`src/rtl/pc_sample_histogram_top_defines.svh`:
```
// Assertion macros for pc_sample_histogram_top.sv, which checks its own logic with them.
`ifndef PC_SAMPLE_HISTOGRAM_TOP_DEFINES_SVH
`define PC_SAMPLE_HISTOGRAM_TOP_DEFINES_SVH

`ifndef SYNTHESIS
`define PHS_ASSERT(lbl, prop, msg) \
	lbl: assert property (@(posedge clk) disable iff (!arst_n) prop) else $error(msg);
`define PHS_ASSERT_NEVER(lbl, cond, msg) \
	lbl: assert property (@(posedge clk) disable iff (!arst_n) !(cond)) else $error(msg);
`else
`define PHS_ASSERT(lbl, prop, msg)
`define PHS_ASSERT_NEVER(lbl, cond, msg)
`endif

`endif

```
`src/rtl/phs_fifo.sv`:
```
module phs_fifo #(
	parameter int WIDTH = 8,
	parameter int DEPTH = 2
) (
	input  logic             clk,
	input  logic             arst_n,
	input  logic             push,
	input  logic [WIDTH-1:0] push_data,
	output logic             full,
	input  logic             pop,
	output logic [WIDTH-1:0] pop_data,
	output logic             nonempty
);
	localparam int PtrW = (DEPTH > 1) ? $clog2(DEPTH) : 1;
	localparam int CntW = $clog2(DEPTH + 1);

	logic [WIDTH-1:0] entries_q [DEPTH];
	logic [PtrW-1:0]  wr_ptr_q;
	logic [PtrW-1:0]  rd_ptr_q;
	logic [CntW-1:0]  fill_q;
	logic             wr;
	logic             rd;

	assign full     = (fill_q == CntW'(DEPTH));
	assign nonempty = (fill_q != '0);
	assign wr       = push && !full;
	assign rd       = pop && nonempty;
	assign pop_data = entries_q[rd_ptr_q];

	always_ff @(posedge clk or negedge arst_n) begin
		if (!arst_n) begin
			wr_ptr_q <= '0;
			rd_ptr_q <= '0;
			fill_q   <= '0;
		end else begin
			if (wr) begin
				wr_ptr_q <= (wr_ptr_q == PtrW'(DEPTH - 1)) ? '0 : wr_ptr_q + 1'b1;
			end
			if (rd) begin
				rd_ptr_q <= (rd_ptr_q == PtrW'(DEPTH - 1)) ? '0 : rd_ptr_q + 1'b1;
			end
			if (wr && !rd) begin
				fill_q <= fill_q + 1'b1;
			end else if (rd && !wr) begin
				fill_q <= fill_q - 1'b1;
			end
		end
	end

	always_ff @(posedge clk) begin
		if (wr) begin
			entries_q[wr_ptr_q] <= push_data;
		end
	end
endmodule

```
`config.mk`:
```
export PLATFORM = sky130hd
export DESIGN_NAME = phs_fifo
export DESIGN_NICKNAME = d
export VERILOG_FILES = /design/src/rtl/pc_sample_histogram_top_defines.svh /design/src/rtl/phs_fifo.sv
export SDC_FILE = /design/constraint.sdc
export NUM_CORES = 1
export LEC_CHECK = 0
export ABC_AREA = 0
export BUFFER_PORTS_ARGS = -buffer_cell sky130_fd_sc_hd__buf_2
export CORE_ASPECT_RATIO = 0.8
export CORE_UTILIZATION = 31
export DETAILED_ROUTE_END_ITERATION = 10
export GPL_ROUTABILITY_DRIVEN = 0
export HOLD_SLACK_MARGIN = 0.02
export PLACE_DENSITY = 0.63
export SLEW_MARGIN = 10
export SYNTH_ARGS = -nofsm -noshare
export SYNTH_HDL_FRONTEND = slang
export SYNTH_SLANG_ARGS = --single-unit
```
`constraint.sdc`:
```
create_clock -name clk -period 1.7 [get_ports clk]
set_input_delay 0.255 -clock clk [delete_from_list [all_inputs] [get_ports clk]]
set_output_delay 0.255 -clock clk [all_outputs]
set_load 0.01 [all_outputs]
```
Word level (Yosys, flattened, before mapping)
Memories as Yosys holds them, arrays and structs flattened.
Index checks and enable logic that the tools add are counted.

word-level totals
  memories kept = 1
  bits in registers = 4
  output and inout bits = 10
  bits in writable memories = 16

operators by class
  muxes and demuxes = 6
  add/subtract/negate cells = 4
  equal/unequal tests = 1
  reduce and logical (&&, ||, !) cells = 9

memory list
  name       words  width  rd ports  clocked after Yosys merged registers in  write ports  line            RTL
  entries_q  2      8      1         0                                        1            phs_fifo.sv:17  logic [WIDTH-1:0] entries_q [DEPTH];

operators with widths
  operator               number
  $logic_and A1 B1 Y1    4
  $mux W1                4
  $mux W2                2
  $reduce_bool A2 Y1     2
  $logic_not A1 Y1       3
  $add A1 B1 Y1 const B  2
  $add A2 B1 Y2 const B  1
  $eq A2 B2 Y1 const B   1
  $sub A2 B1 Y2 const B  1

Logic depth before layout (Yosys ltp)
  depth in word-level cells = 7
  mapped depth = 7

Worst setup path before layout
OpenSTA, ideal clock, no wires.

  path type = flip-flop to flip-flop
  from = register fill_q[0]
  to = memory entries_q[0][0] (enable)
  library setup time = 0.370 ns
  cell stages (with the launch flop) = 4
  path slack = 0.344 ns
  required time = 1.330 ns
  period minus slack after synthesis = 1.356 ns
  arrival = 0.986 ns
  cells stage by stage = dfrtp_1 -> nand2b_1 -> nand2_2 -> nor2_1

between the ends
  cells in the longest elaborated chain, start to end = 5

RTL lines
  element                        line            RTL
  from (decl)                    phs_fifo.sv:20  logic [CntW-1:0] fill_q;
  from (signal assigned)         phs_fifo.sv:43  fill_q <= fill_q + 1'b1;
  from (signal assigned)         phs_fifo.sv:45  fill_q <= fill_q - 1'b1;
  $eq A2 B2 Y1                   phs_fifo.sv:24  assign full = (fill_q == CntW'(DEPTH));
  $logic_not A1 Y1               phs_fifo.sv:26  assign wr = push && !full;
  $logic_and A1 B1 Y1            phs_fifo.sv:26
  $mux W1                        phs_fifo.sv:51  if (wr) begin
  $mux W1 (not written as such)  phs_fifo.sv:52  entries_q[wr_ptr_q] <= push_data;
  to (decl)                      phs_fifo.sv:17

Every way passes these cells.

Worst setup path in the final report
  from = register rd_ptr_q
  to = output pop_data[3]

between the ends
  cells in the longest elaborated chain, start to end = 1

RTL lines
  element                 line            RTL
  from (decl)             phs_fifo.sv:19  logic [PtrW-1:0] rd_ptr_q;
  from (signal assigned)  phs_fifo.sv:40  rd_ptr_q <= (rd_ptr_q == PtrW'(DEPTH - 1)) ? '0 : rd_ptr_q + 1'b1;
  $mem_v2 Z2 W8           -
  to (decl)               phs_fifo.sv:11  output logic [WIDTH-1:0] pop_data,

Every way passes these cells.

==> summary.txt <==
Result of the run = finished clean
Total via count in the routed design = 439
Unrepaired setup endpoints after global routing = false
Antenna Violating Nets Remaining = 0
Die boundary width = 58.3 microns
Final HPWL DP = 893 microns
Netlist area before placement = 786 sq um
TritonCTS Buffers = 3
GRT Util Overall = 10.3%
Non-Filler Cell Area, Final = 981 sq um
Cell Count Post-Placement = 100
EDFF count, synth = 16
CP Capture Type = output pin
Clock tree from TritonCTS = built
Dominant cell type by area after synthesis = sky130_fd_sc_hd__edfxtp_1
Average cell area after synthesis = 17.9 sq um
Pin count of the biggest net entering global routing = 12
Final-report max-slew violation count = 0
Number of H-tree branching levels = 1
R2R Setup Slk = 0.24 ns
Count of final hold-check violations = 0
Combined area of the multi-input logic cells = 193 sq um
Sequential element share of the synthesized area = 73.9%
Number of synthesized register bits = 20
Number of instances in the synthesized netlist = 44
Final setup fails = 0
Yosys warnings = 0
Number of design-rule violations left by the first detailed-router iteration = 6
Number of nets produced by synthesis = 57
Type of the tightest min-delay check = in2reg
Aggregate global routing overflow = 0
FILL cells = 215
Antenna fix cells = 0
Startpoint types = flop
Most area-consuming cells after synthesis = sky130_fd_sc_hd__edfxtp_1 61%, sky130_fd_sc_hd__dfrtp_1 13%, sky130_fd_sc_hd__mux2_1 11%
Routed wire length = 1.23 mm
CORE AREA = 0.00227 sq mm
Setup Skew = 0.00270 ns
Final critical delay including setup and external delays = 1.53 ns
Largest buffer count on any clock path = 2
Number of distinct library cell variants in the gate-level netlist after synthesis = 14
Max-slew headroom at the worst pin = 74.0%
Die area = 0.00274 sq mm
CTS clock-pin slew for the worst setup and hold paths = 0.10 ns
Total cell area at the placement stage = 943 sq um
Antenna violations before repair = 0
Top fanout value on the critical path = 9
Routed wire per std cell = 11.7 microns
Proportion of layout cells with a drive suffix above 1 = 42.3%
Postcts setup bufs = 0
Count of port buffers added during placement = 21
Most frequently used cell type in the post-synthesis netlist = sky130_fd_sc_hd__edfxtp_1
Stage delay of the slowest cell on the critical path = 0.50 ns
Root buffer cell = sky130_fd_sc_hd__clkbuf_4
Top cell type's share of synthesized area = 61.1%
Die span in y = 47.0 microns
Total number of clock tree sinks = 20
FFs w/ async S/R, synth = 20.0%
Max stage delay cell, worst path = sky130_fd_sc_hd__dfrtp_2
Required time of the critical path = 1.44 ns
Standard-cell row count = 15
Number of nets in the finished design = 85
Avg Vias per Cell = 4.18
VDD IR-drop max = 0.000426 V
Layout area overhead = 24.8%
Final total negative setup slack = 0 ns
Leakage dissipation = 0.402 nW
Power density normalized to cell area = 1570 mW/mm^2
Wire length of the first global-routing pass = 1.92 mm
Number of global-route vias before repair = 446
Transition at the pin with the smallest max-transition slack = 0.391 ns
Count of maximum capacitance violations = 0
Non-filler cells in the finished layout = 105
Highest clock rate = 653 MHz
Drt pass-1 iters = 4
Share of the cycle needed by the critical path after routing = 90.1%
Cells traversed along the worst timing path = mux2_1 > buf_2
Worst Path Class, Setup = reg2out
Clock Latency Late Sink = 0.29 ns
Ranking of synthesized cells by instance count = 16 x sky130_fd_sc_hd__edfxtp_1, 8 x sky130_fd_sc_hd__mux2_1, 4 x sky130_fd_sc_hd__dfrtp_1
DRC Markers = 0
Number of I/O pins = 22
Post-synth top flop = sky130_fd_sc_hd__edfxtp_1
WP data arrival = 1.28 ns
Initial Utilization = 34.6%
Area taken by flip-flops and latches = 582 sq um
## power breakdown
group / internal, mW / leakage, nW / total (mW) / switching [mW]
sequential: 0.687 / 0.194 / 0.785 / 0.0985
clock: 0.0911 / 0.0150 / 0.222 / 0.131
combinational: 0.272 / 0.193 / 0.529 / 0.257
total: 1.05 / 0.402 / 1.54 / 0.486
## state kept, by name, indices dropped and copies added, names as in the netlist
name and cells:
entries_q 16, wr_ptr_q 1, fill_q 2, rd_ptr_q 1
## cell usage in the layout (no fill, tap or decap), drive strengths merged
cell,synthesis,layout
ha,1,1
nor2,2,2
or2,1,1
xnor2,3,3
xor2,2,2
inv,2,2
edfxtp,16,16
and3,1,1
nand2,2,2
nand2b,1,1
clkbuf,0,4
mux2,8,8
dfrtp,4,4
buf,1,23
dlygate4sd3,0,1
## kinds of logic (layout without fill, tap and decap cells)
kind of cell | after synthesis | count (layout) | synth area share, %
xor+xnor | 5 | 5 | 5.57
fa+ha+maj | 1 | 1 | 1.59
buf+inv | 3 | 30 | 1.59
flops | 20 | 20 | 73.9
mux | 8 | 8 | 11.5
simple gates | 7 | 7 | 5.89
## final timing paths
path                                   endpoint          from  depth (start not counted)
worst max-delay path                pop_data[3]      rd_ptr_q                          2
worst min-delay path            entries_q[1][5]  push_data[5]                          1
worst max register to register        fill_q[1]     fill_q[0]                          7
worst min register to register         wr_ptr_q      wr_ptr_q                          1
max in group asynchronous              rd_ptr_q        arst_n                          2
min in group asynchronous              wr_ptr_q        arst_n                          2
## per-stage QoR
stage / power, mW / hold slack [ns] / util, % / setup slack [ns]
2_1_floorplan: 1.13 / -0.0406 / - / 0.344
3_3_place_gp: 1.32 / 0.0664 / 41.5 / 0.305
3_5_place_dp: 1.33 / 0.0686 / 41.5 / 0.264
4_1_cts: 1.56 / 0.138 / 43.1 / 0.0174
5_1_grt: 1.65 / 0.134 / 43.2 / 0.0920
6_report: 1.54 / 0.147 / 43.2 / 0.168
## repair_timing
action,4_1_cts,5_1_grt
resized for setup,0,1
endpoints found under the setup margin,0,8
hold endpoints to repair,4,0
hold buffers,1,0
## critical path: cells and delay by family (launching register included)
kind / cells / cell delay [ns]
buf+inv: 1 / 0.14
flops: 1 / 0.50
mux: 1 / 0.34
## area by class of cell
class	count	share of cell area [%]
clock buffer	4	2.68
inverter	2	0.765
multi-input combinational	21	19.6
sequential	20	59.3
tap	34	4.34
timing repair buffer	24	13.3
## layer usage
metal	track usage, %	up-vias	share of wire (%)
met2	17.2	16	48
li1	-	208	-
met4	8.57	0	1.3
met1	11.8	213	45
met3	2.20	2	5.8
met5	0	-	0
(Power assumes the default switching activity.)
