$ cat config.mk
export PLATFORM = sky130hd
export DESIGN_NAME = phs_front_flat
export DESIGN_NICKNAME = d
export VERILOG_FILES = /design/src/rtl/pc_sample_histogram_top_defines.svh /design/src/rtl/phs_pkg.sv /design/src/rtl/phs_in_if.sv /design/src/rtl/phs_front.sv /design/src/flat_wrapper.sv
export SDC_FILE = /design/constraint.sdc
export NUM_CORES = 1
export LEC_CHECK = 0
export BUFFER_PORTS_ARGS = -buffer_cell sky130_fd_sc_hd__buf_2
export CORE_MARGIN = 2
export CORE_UTILIZATION = 64
export DETAILED_ROUTE_END_ITERATION = 7
export GPL_ROUTABILITY_DRIVEN = 0
export PLACE_DENSITY = 0.84
export SYNTH_ARGS = -nofsm -noshare
export SYNTH_HDL_FRONTEND = slang
export SYNTH_SLANG_ARGS = --single-unit
export TNS_END_PERCENT = 10
$ cat constraint.sdc
create_clock -name clk -period 8 [get_ports clk]
set_clock_uncertainty 0.05 [all_clocks]
set_input_delay 1.6 -clock clk [delete_from_list [all_inputs] [get_ports clk]]
set_output_delay 1.6 -clock clk [all_outputs]
set_load 0.02 [all_outputs]
$ cat src/rtl/pc_sample_histogram_top_defines.svh
// Assertion macros for pc_sample_histogram_top.sv, which checks its own logic with them.
`ifndef PC_SAMPLE_HISTOGRAM_TOP_DEFINES_SVH
`define PC_SAMPLE_HISTOGRAM_TOP_DEFINES_SVH

`ifndef SYNTHESIS
`define PHS_ASSERT(lbl, prop, msg) \
	lbl: assert property (@(posedge clk) disable iff (!arst_n) prop) else $error(msg);
`define PHS_ASSERT_NEVER(lbl, cond, msg) \
	lbl: assert property (@(posedge clk) disable iff (!arst_n) !(cond)) else $error(msg);
`else
`define PHS_ASSERT(lbl, prop, msg)
`define PHS_ASSERT_NEVER(lbl, cond, msg)
`endif

`endif

$ cat src/rtl/phs_pkg.sv
package phs_pkg;

	localparam int PC_W       = 32;
	localparam int TICKS_W    = 16;
	localparam int SCALE_W    = 17;
	localparam int BBYTES_W   = 14;
	localparam int FRAC_W     = 16;
	localparam int PROD_W     = PC_W + SCALE_W;
	localparam int BIN_OUT_W  = 12;
	localparam int COUNT_W    = 16;
	localparam int CFG_IDX_W  = 8;
	localparam int CFG_DATA_W = 32;

	localparam int BINS_DEFAULT    = 4096;
	localparam int PC_BITS_DEFAULT = 32;
	localparam int QUEUE_DEPTH     = 2;

	typedef enum logic [CFG_IDX_W-1:0] {
		REG_ENABLE       = 8'd0,
		REG_PC_OFFSET    = 8'd1,
		REG_SCALE        = 8'd2,
		REG_BUFFER_BYTES = 8'd3
	} phs_reg_t;

	typedef struct packed {
		logic                enable;
		logic [PC_W-1:0]     pc_offset;
		logic [SCALE_W-1:0]  scale;
		logic [BBYTES_W-1:0] buffer_bytes;
	} phs_cfg_t;

	typedef enum logic [1:0] {
		BK_CLEAR,
		BK_IDLE,
		BK_ADD,
		BK_SEND
	} phs_back_state_t;

endpackage

$ cat src/rtl/phs_in_if.sv
interface phs_in_if;
	import phs_pkg::*;

	logic               valid;
	logic               ready;
	logic [PC_W-1:0]    pc;
	logic [TICKS_W-1:0] ticks;

	modport source (output valid, pc, ticks, input ready);
	modport sink (input valid, pc, ticks, output ready);
endinterface

$ cat src/rtl/phs_front.sv
module phs_front #(
	parameter int BINS    = phs_pkg::BINS_DEFAULT,
	parameter int PC_BITS = phs_pkg::PC_BITS_DEFAULT
) (
	input  logic                clk,
	input  logic                arst_n,
	input  phs_pkg::phs_cfg_t   cfg,
	input  logic                hold_off,
	phs_in_if.sink              sample,
	output logic                push,
	output logic [$clog2(BINS)+phs_pkg::TICKS_W:0] push_data,
	input  logic                full
);
	import phs_pkg::*;

	localparam int IdxW = $clog2(BINS);
	localparam int PcW  = (PC_BITS < PC_W) ? PC_BITS : PC_W;
	localparam logic [PC_W-1:0] PcMask = {PC_W{1'b1}} >> (PC_W - PcW);
	localparam int OffW = PROD_W - FRAC_W - 1;

	logic                stall;
	logic                take;
	logic [PC_W-1:0]     pc_m;
	logic [PC_W-1:0]     base_m;
	logic [OffW-1:0]     off_half;
	logic                in_buf;
	logic                in_bins;

	logic                v_s1, v_s2, v_s3;
	logic                drop_s1, drop_s2;
	logic [PC_W-1:0]     dist_s1;
	logic [TICKS_W-1:0]  ticks_s1, ticks_s2, ticks_s3;
	logic [PROD_W-1:0]   prod_s2;
	logic                counted_s3;
	logic [IdxW-1:0]     idx_s3;

	// The whole pipe freezes while the last stage waits on a full queue.
	assign stall        = v_s3 && full;
	assign sample.ready = !stall && !hold_off;
	assign take         = sample.valid && sample.ready;

	assign pc_m   = sample.pc & PcMask;
	assign base_m = cfg.pc_offset & PcMask;

	// Half the byte offset is the bin index; the byte offset has bit zero clear.
	assign off_half = prod_s2[PROD_W-1:FRAC_W+1];
	assign in_buf   = {off_half, 1'b0} < (OffW + 1)'(cfg.buffer_bytes);
	assign in_bins  = {1'b0, off_half} < (OffW + 1)'(BINS);

	always_ff @(posedge clk or negedge arst_n) begin
		if (!arst_n) begin
			v_s1 <= 1'b0;
			v_s2 <= 1'b0;
			v_s3 <= 1'b0;
		end else if (!stall) begin
			v_s1 <= take;
			v_s2 <= v_s1;
			v_s3 <= v_s2;
		end
	end

	always_ff @(posedge clk) begin
		if (!stall) begin
			drop_s1    <= !cfg.enable || (sample.ticks == '0) || (pc_m < base_m);
			dist_s1    <= pc_m - base_m;
			ticks_s1   <= sample.ticks;
			prod_s2    <= PROD_W'(dist_s1) * PROD_W'(cfg.scale);
			drop_s2    <= drop_s1;
			ticks_s2   <= ticks_s1;
			counted_s3 <= !drop_s2 && in_buf && in_bins;
			idx_s3     <= off_half[IdxW-1:0];
			ticks_s3   <= ticks_s2;
		end
	end

	assign push      = v_s3;
	assign push_data = {counted_s3, idx_s3, ticks_s3};
endmodule

$ cat src/flat_wrapper.sv
// flat-port wrapper written by rule: the top's interface ports become plain ports
module phs_front_flat import phs_pkg::*;
#(
	parameter int BINS    = phs_pkg::BINS_DEFAULT,
	parameter int PC_BITS = phs_pkg::PC_BITS_DEFAULT
)
  (clk, arst_n, cfg, hold_off, push, push_data, full, sample_valid, sample_pc, sample_ticks, sample_ready);
  phs_in_if sample_i ();
  input  logic clk;
  input  logic arst_n;
  input  phs_pkg::phs_cfg_t cfg;
  input  logic hold_off;
  output logic push;
  output logic [$clog2(BINS)+phs_pkg::TICKS_W:0] push_data;
  input  logic full;
  input wire logic [$bits(sample_i.valid)-1:0] sample_valid;
  input wire logic [$bits(sample_i.pc)-1:0] sample_pc;
  input wire logic [$bits(sample_i.ticks)-1:0] sample_ticks;
  output wire logic [$bits(sample_i.ready)-1:0] sample_ready;
  assign sample_i.valid = sample_valid;
  assign sample_i.pc = sample_pc;
  assign sample_i.ticks = sample_ticks;
  assign sample_ready = sample_i.ready;
  phs_front #(.BINS(BINS), .PC_BITS(PC_BITS)) u_core (.clk(clk), .arst_n(arst_n), .cfg(cfg), .hold_off(hold_off), .sample(sample_i), .push(push), .push_data(push_data), .full(full));
endmodule
# Yosys cells after proc, flatten, opt, wreduce, memory -nomap -nowiden
# Index checks and enable logic that the tools add are counted.
# word_totals
reg_bits	147
in_bits	117
out_inout_bits	31
wordCells	29
# op_classes
addsub	1
multipliers	1
order_cmp	3
reduce_logical	12
# ops
operator	count
32-bit by 17-bit multiplier with 49-bit output	1
33-bit by 14-bit < comparator with 1-bit output	1
32-bit by 13-bit < comparator with 1-bit output (second input constant)	1
32-bit < comparator	1
32-bit subtractor	1
16-bit logical NOT	1
1-bit logical AND	5
1-bit logical NOT	4
1-bit logical OR	2

# Longest topological paths before layout
# depth
ltp_word	4
ltp_mapped	24
depth_no_buf	23

# Worst setup path before layout
# Ideal clock, no wire load.
# synth_timing
kind	in2reg
from	input cfg[30] (netlist bit)
to	register u_core.prod_s2[47], data pin
setup_ns	0.260
t_arrival_ns	6.969
t_required_ns	7.690
slack_ns	0.720
cell_stages	21
n_path_buf	1
path_cell_list	clkbuf_1 and2_1 fa_1 inv_1 fa_1 fa_1 fa_1 inv_1 fa_1 inv_1 fa_1 inv_1 ha_1 nand4_2 and2b_2 a22oi_1 nand3_2 or3b_1 o21ai_2 o21bai_2 xor2_1
# synth_via
elab_chain_cells	1
# synth_rtl
element	line	source
from (decl)	flat_wrapper.sv:11	input phs_pkg::phs_cfg_t cfg;
32-bit by 17-bit multiplier with 49-bit output	phs_front.sv:67	prod_s2 <= PROD_W'(dist_s1) * PROD_W'(cfg.scale);
to (signal assigned)	phs_front.sv:67	
to (decl)	phs_front.sv:33	logic [PROD_W-1:0] prod_s2;
# No other way between the ends.
# A chain may end at the register's enable or synchronous reset.

# Worst setup path in the final report
# layout_timing
from	input cfg[27] (netlist bit)
to	register u_core.prod_s2[39], data pin
# Same word-level chain as after synthesis.

==> results.yml <==
status:
  run_status: "finished, final reports clean"
yosys:
  synthArstFlopShare_pct: 2.31
  mappedNetlistNets: 3072
  synth_top_cells_by_area: "sky130_fd_sc_hd__fa_1, sky130_fd_sc_hd__edfxtp_1, sky130_fd_sc_hd__inv_1, sky130_fd_sc_hd__ha_1, sky130_fd_sc_hd__and2_1"
  part_of_the_yosys_area_used_for_sequential_elements_pct: 17.1
  netlist.area_leader.share_pct: 39.5
  syn-mean-instance-area_um2: 9.71
  ys_seq_elements: 130
  synth_edf_count: 127
  synth-main-ff-cell: "sky130_fd_sc_hd__edfxtp_1"
  synthesis.yosys.warnings: 0
  netlist-cell-type-count: 75
  post_synthesis_cell_type_with_the_largest_combined_area: "sky130_fd_sc_hd__fa_1"
  mappedNetlistArea_um2: 22700
  post_synth_inst_count: 2341
sta:
  worst-slew-pin-transition_ns: 1.01
  post-route-period-util_pct: 95.6
  slew_headroom_pct: 32.9
  unrepaired_setup_endpoints_after_global_routing: "no"
  hold_viol: 0
  max_slew_violation_count: 0
  setup_viol: 0
  fmax_ghz: 0.131
  timing.final.crit_period_ns: 7.65
clocking:
  post-cts-setup-buffers: 0
  cts_tree: "yes"
  cts.clk_slew.worst_paths_ns: 0.07
  post_cts.resized_instances: 0
  clockRootBuffer: "sky130_fd_sc_hd__clkbuf_16"
  clkSinkCount: 130
  number_of_buffers_created_by_cts: 17
  clk-insertion-delay-late_ns: 0.46
  cts_hold_repair.buffers: 0
  clockBufferDepth: 2
  h-tree-depth: 4
min_path:
  min-delay-start: "u_core.ticks_s1[8]"
  holdPathEnd: "u_core.ticks_s2[8]"
  hold_depth: 0
  worstHoldPathType: "reg -> reg"
critical_path:
  r2r-start: "u_core.dist_s1[15]"
  worst_r2r_path_depth: 20
  worstPathRequired_ns: 8.19
  cp_data_arrival_time_ns: 7.84
  worstSetupEndpointType: "flip-flop"
  crit_start: "cfg[27]"
  critPathKind: "in -> reg"
  r2r_end: "u_core.prod_s2[47]"
  critical_path_peak_fanout: 32
  startpoint_type: "input port"
  worst-r2r-setup-slack_ns: 0.97
global_routing:
  grt_pass1_vias: 18611
  grtUsageTotal_pct: 32.3
  globalRoute.totalOverflow: 0
  grt_max_degree: 84
  wire_length_of_the_first_global_routing_pass_mm: 91.6
  initial_antenna_violation_count: 3
floorplanning:
  core_area_um2: 35300
  row_count: 69
  die-area_um2: 37000
  effective_utilization_at_floorplan_pct: 64.4
  ioPinCount: 148
  die_height_um: 192
  die_x_um: 192
routing:
  avgRoutedWirePerCell_um: 18.9
  route.top_layer_used: "met4"
  initialDrtViolationCount: 1292
  wl_met1_mm: 20.4
  firstDrtPassIters: 5
  met3_length_mm: 5.60
  route.detailed.drc: 0
  via_count: 16801
  route.antenna.remaining_nets: 0
  dr_wl_met2_mm: 27.0
  via_per_inst: 5.74
  wirelength_mm: 55.4
job:
  maxCapViolations: 0
layout:
  filler_cell_count: 2591
  finalCoreUtilization_pct: 69.7
  area_overhead_of_the_layout_relative_to_synthesis_pct: 8.30
  final_net_count: 3181
  drive_gt1_share_pct: 10.1
place:
  numPortBuffers: 147
  place.detailed.hpwl_mm: 42.7
## worst max path at each step
stage | cells past startpoint | end
after floorplan | 21 | u_core.prod_s2[47]
after global placement | 21 | u_core.prod_s2[39]
after detailed placement | 22 | u_core.prod_s2[39]
after CTS | 21 | u_core.prod_s2[39]
after global routing | 22 | u_core.prod_s2[39]
final | 21 | u_core.prod_s2[39]
## cells in the final DEF (no fill, tap or decap), types with 4 or more instances in the layout
cell,instances
sky130_fd_sc_hd__inv_1,554
sky130_fd_sc_hd__fa_1,448
sky130_fd_sc_hd__nand2_1,355
sky130_fd_sc_hd__and2_1,221
sky130_fd_sc_hd__ha_1,166
sky130_fd_sc_hd__buf_2,147
sky130_fd_sc_hd__edfxtp_1,127
sky130_fd_sc_hd__a21oi_1,56
sky130_fd_sc_hd__xnor2_1,34
sky130_fd_sc_hd__nor2_1,32
sky130_fd_sc_hd__a21o_1,31
sky130_fd_sc_hd__o21ai_0,26
sky130_fd_sc_hd__xor2_1,25
sky130_fd_sc_hd__buf_4,24
sky130_fd_sc_hd__clkbuf_16,17
sky130_fd_sc_hd__o21a_1,13
sky130_fd_sc_hd__nand4_1,11
sky130_fd_sc_hd__o21ai_1,11
sky130_fd_sc_hd__nand3_1,11
sky130_fd_sc_hd__nor3_1,10
sky130_fd_sc_hd__o21bai_1,9
sky130_fd_sc_hd__and3_1,8
sky130_fd_sc_hd__nor4_1,8
sky130_fd_sc_hd__nand2b_1,7
sky130_fd_sc_hd__buf_12,6
sky130_fd_sc_hd__a21oi_2,5
sky130_fd_sc_hd__a31oi_1,5
sky130_fd_sc_hd__a211oi_1,5
sky130_fd_sc_hd__inv_8,5
sky130_fd_sc_hd__o21ai_2,4
sky130_fd_sc_hd__nor2b_1,4
## critical path: stages
cell and delay [ns]:
sky130_fd_sc_hd__buf_2 0.57, sky130_fd_sc_hd__nand2_1 0.17, sky130_fd_sc_hd__fa_1 0.53, sky130_fd_sc_hd__inv_1 0.06
sky130_fd_sc_hd__fa_1 0.55, sky130_fd_sc_hd__fa_1 0.45, sky130_fd_sc_hd__fa_1 0.48, sky130_fd_sc_hd__fa_1 0.50
sky130_fd_sc_hd__inv_1 0.05, sky130_fd_sc_hd__fa_1 0.47, sky130_fd_sc_hd__inv_1 0.04, sky130_fd_sc_hd__ha_1 0.34
sky130_fd_sc_hd__a21oi_1 0.16, sky130_fd_sc_hd__o21ai_1 0.14, sky130_fd_sc_hd__a21o_1 0.23, sky130_fd_sc_hd__o2bb2ai_1 0.18
sky130_fd_sc_hd__o21bai_2 0.33, sky130_fd_sc_hd__nand2_2 0.16, sky130_fd_sc_hd__a221oi_4 0.37, sky130_fd_sc_hd__nor2_1 0.09
sky130_fd_sc_hd__a211oi_1 0.33
## cell usage after synthesis, types with 3 or more instances
cell type / n
sky130_fd_sc_hd__edfxtp_1: 127
sky130_fd_sc_hd__dfrtp_1: 3
sky130_fd_sc_hd__clkbuf_1: 85
sky130_fd_sc_hd__a211oi_1: 5
sky130_fd_sc_hd__a211oi_2: 3
sky130_fd_sc_hd__o21ai_1: 11
sky130_fd_sc_hd__nand2_1: 356
sky130_fd_sc_hd__o21a_1: 13
sky130_fd_sc_hd__nor4_1: 8
sky130_fd_sc_hd__fa_1: 448
sky130_fd_sc_hd__nor2b_1: 4
sky130_fd_sc_hd__nand4_1: 11
sky130_fd_sc_hd__inv_1: 554
sky130_fd_sc_hd__xor2_1: 25
sky130_fd_sc_hd__o21ai_2: 4
sky130_fd_sc_hd__nand3_1: 11
sky130_fd_sc_hd__a31oi_1: 5
sky130_fd_sc_hd__nor3_1: 10
sky130_fd_sc_hd__a21o_1: 31
sky130_fd_sc_hd__o21bai_1: 9
sky130_fd_sc_hd__a21oi_1: 56
sky130_fd_sc_hd__and2_1: 221
sky130_fd_sc_hd__a21oi_2: 5
sky130_fd_sc_hd__o21ai_0: 26
sky130_fd_sc_hd__ha_1: 166
sky130_fd_sc_hd__or3_1: 3
sky130_fd_sc_hd__xnor2_1: 34
sky130_fd_sc_hd__nand3b_1: 3
sky130_fd_sc_hd__nor2_1: 32
sky130_fd_sc_hd__and3_1: 8
sky130_fd_sc_hd__a221oi_1: 3
sky130_fd_sc_hd__nand2b_1: 7
## through the flow
stage          setup slack [ns]  std cells  TNS (ns)  area, um^2  hold slack, ns
3_5_place_dp            -0.0541       2892   -0.0541       24000           0.355
2_1_floorplan             0.720       2341         0       22700           0.350
4_1_cts                   0.469       2924         0       24600           0.366
5_1_grt                   0.219       2927         0       24600           0.370
3_3_place_gp              0.248       2892         0       24000           0.351
6_report                  0.349       2927         0       24600           0.365
## metal layers
| metal | track usage, % | vias to the layer above |
|---|---|---|
| li1 | - | 7296 |
| met1 | 40.2 | 8364 |
| met4 | 13.4 | 0 |
| met5 | 0 | - |
| met3 | 8.35 | 203 |
| met2 | 54.0 | 938 |
## layout make-up
| cell class | instances | area (um^2) | area share (%) |
|---|---|---|---|
| multi-input combinational | 1570 | 16400 | 66.8 |
| sequential | 130 | 3890 | 15.8 |
| inverter | 554 | 2080 | 8.45 |
| timing repair buffer | 177 | 1040 | 4.21 |
| tap | 461 | 577 | 2.34 |
| clock buffer | 17 | 425 | 1.73 |
| clock inverter | 15 | 165 | 0.671 |
| antenna | 3 | 7.51 | 0.0305 |
## registers in the layout, summed over array words and instances (netlist names)
register	flops
u_core.dist_s1	32
u_core.drop_s2	1
u_core.ticks_s3	16
u_core.ticks_s1	16
u_core.push	1
u_core.drop_s1	1
u_core.idx_s3	12
u_core.ticks_s2	16
u_core.prod_s2	32
u_core.counted_s3	1
u_core.v_s2	1
u_core.v_s1	1
## cells by family after synthesis
kind of cell | after synthesis | synth area share [%]
AND/OR/NAND/NOR | 691 | 14.9
buffers and inverters | 641 | 10.6
adder cells (fa/ha/maj) | 614 | 48.6
AO/OA/AOI/OAI | 204 | 6.46
flip-flops | 130 | 17.1
XOR/XNOR | 59 | 2.27
multiplexers | 2 | 0.0936
Power is not shown: default switching activity piles up to over one toggle a cycle in this logic, so the estimate is an artifact.
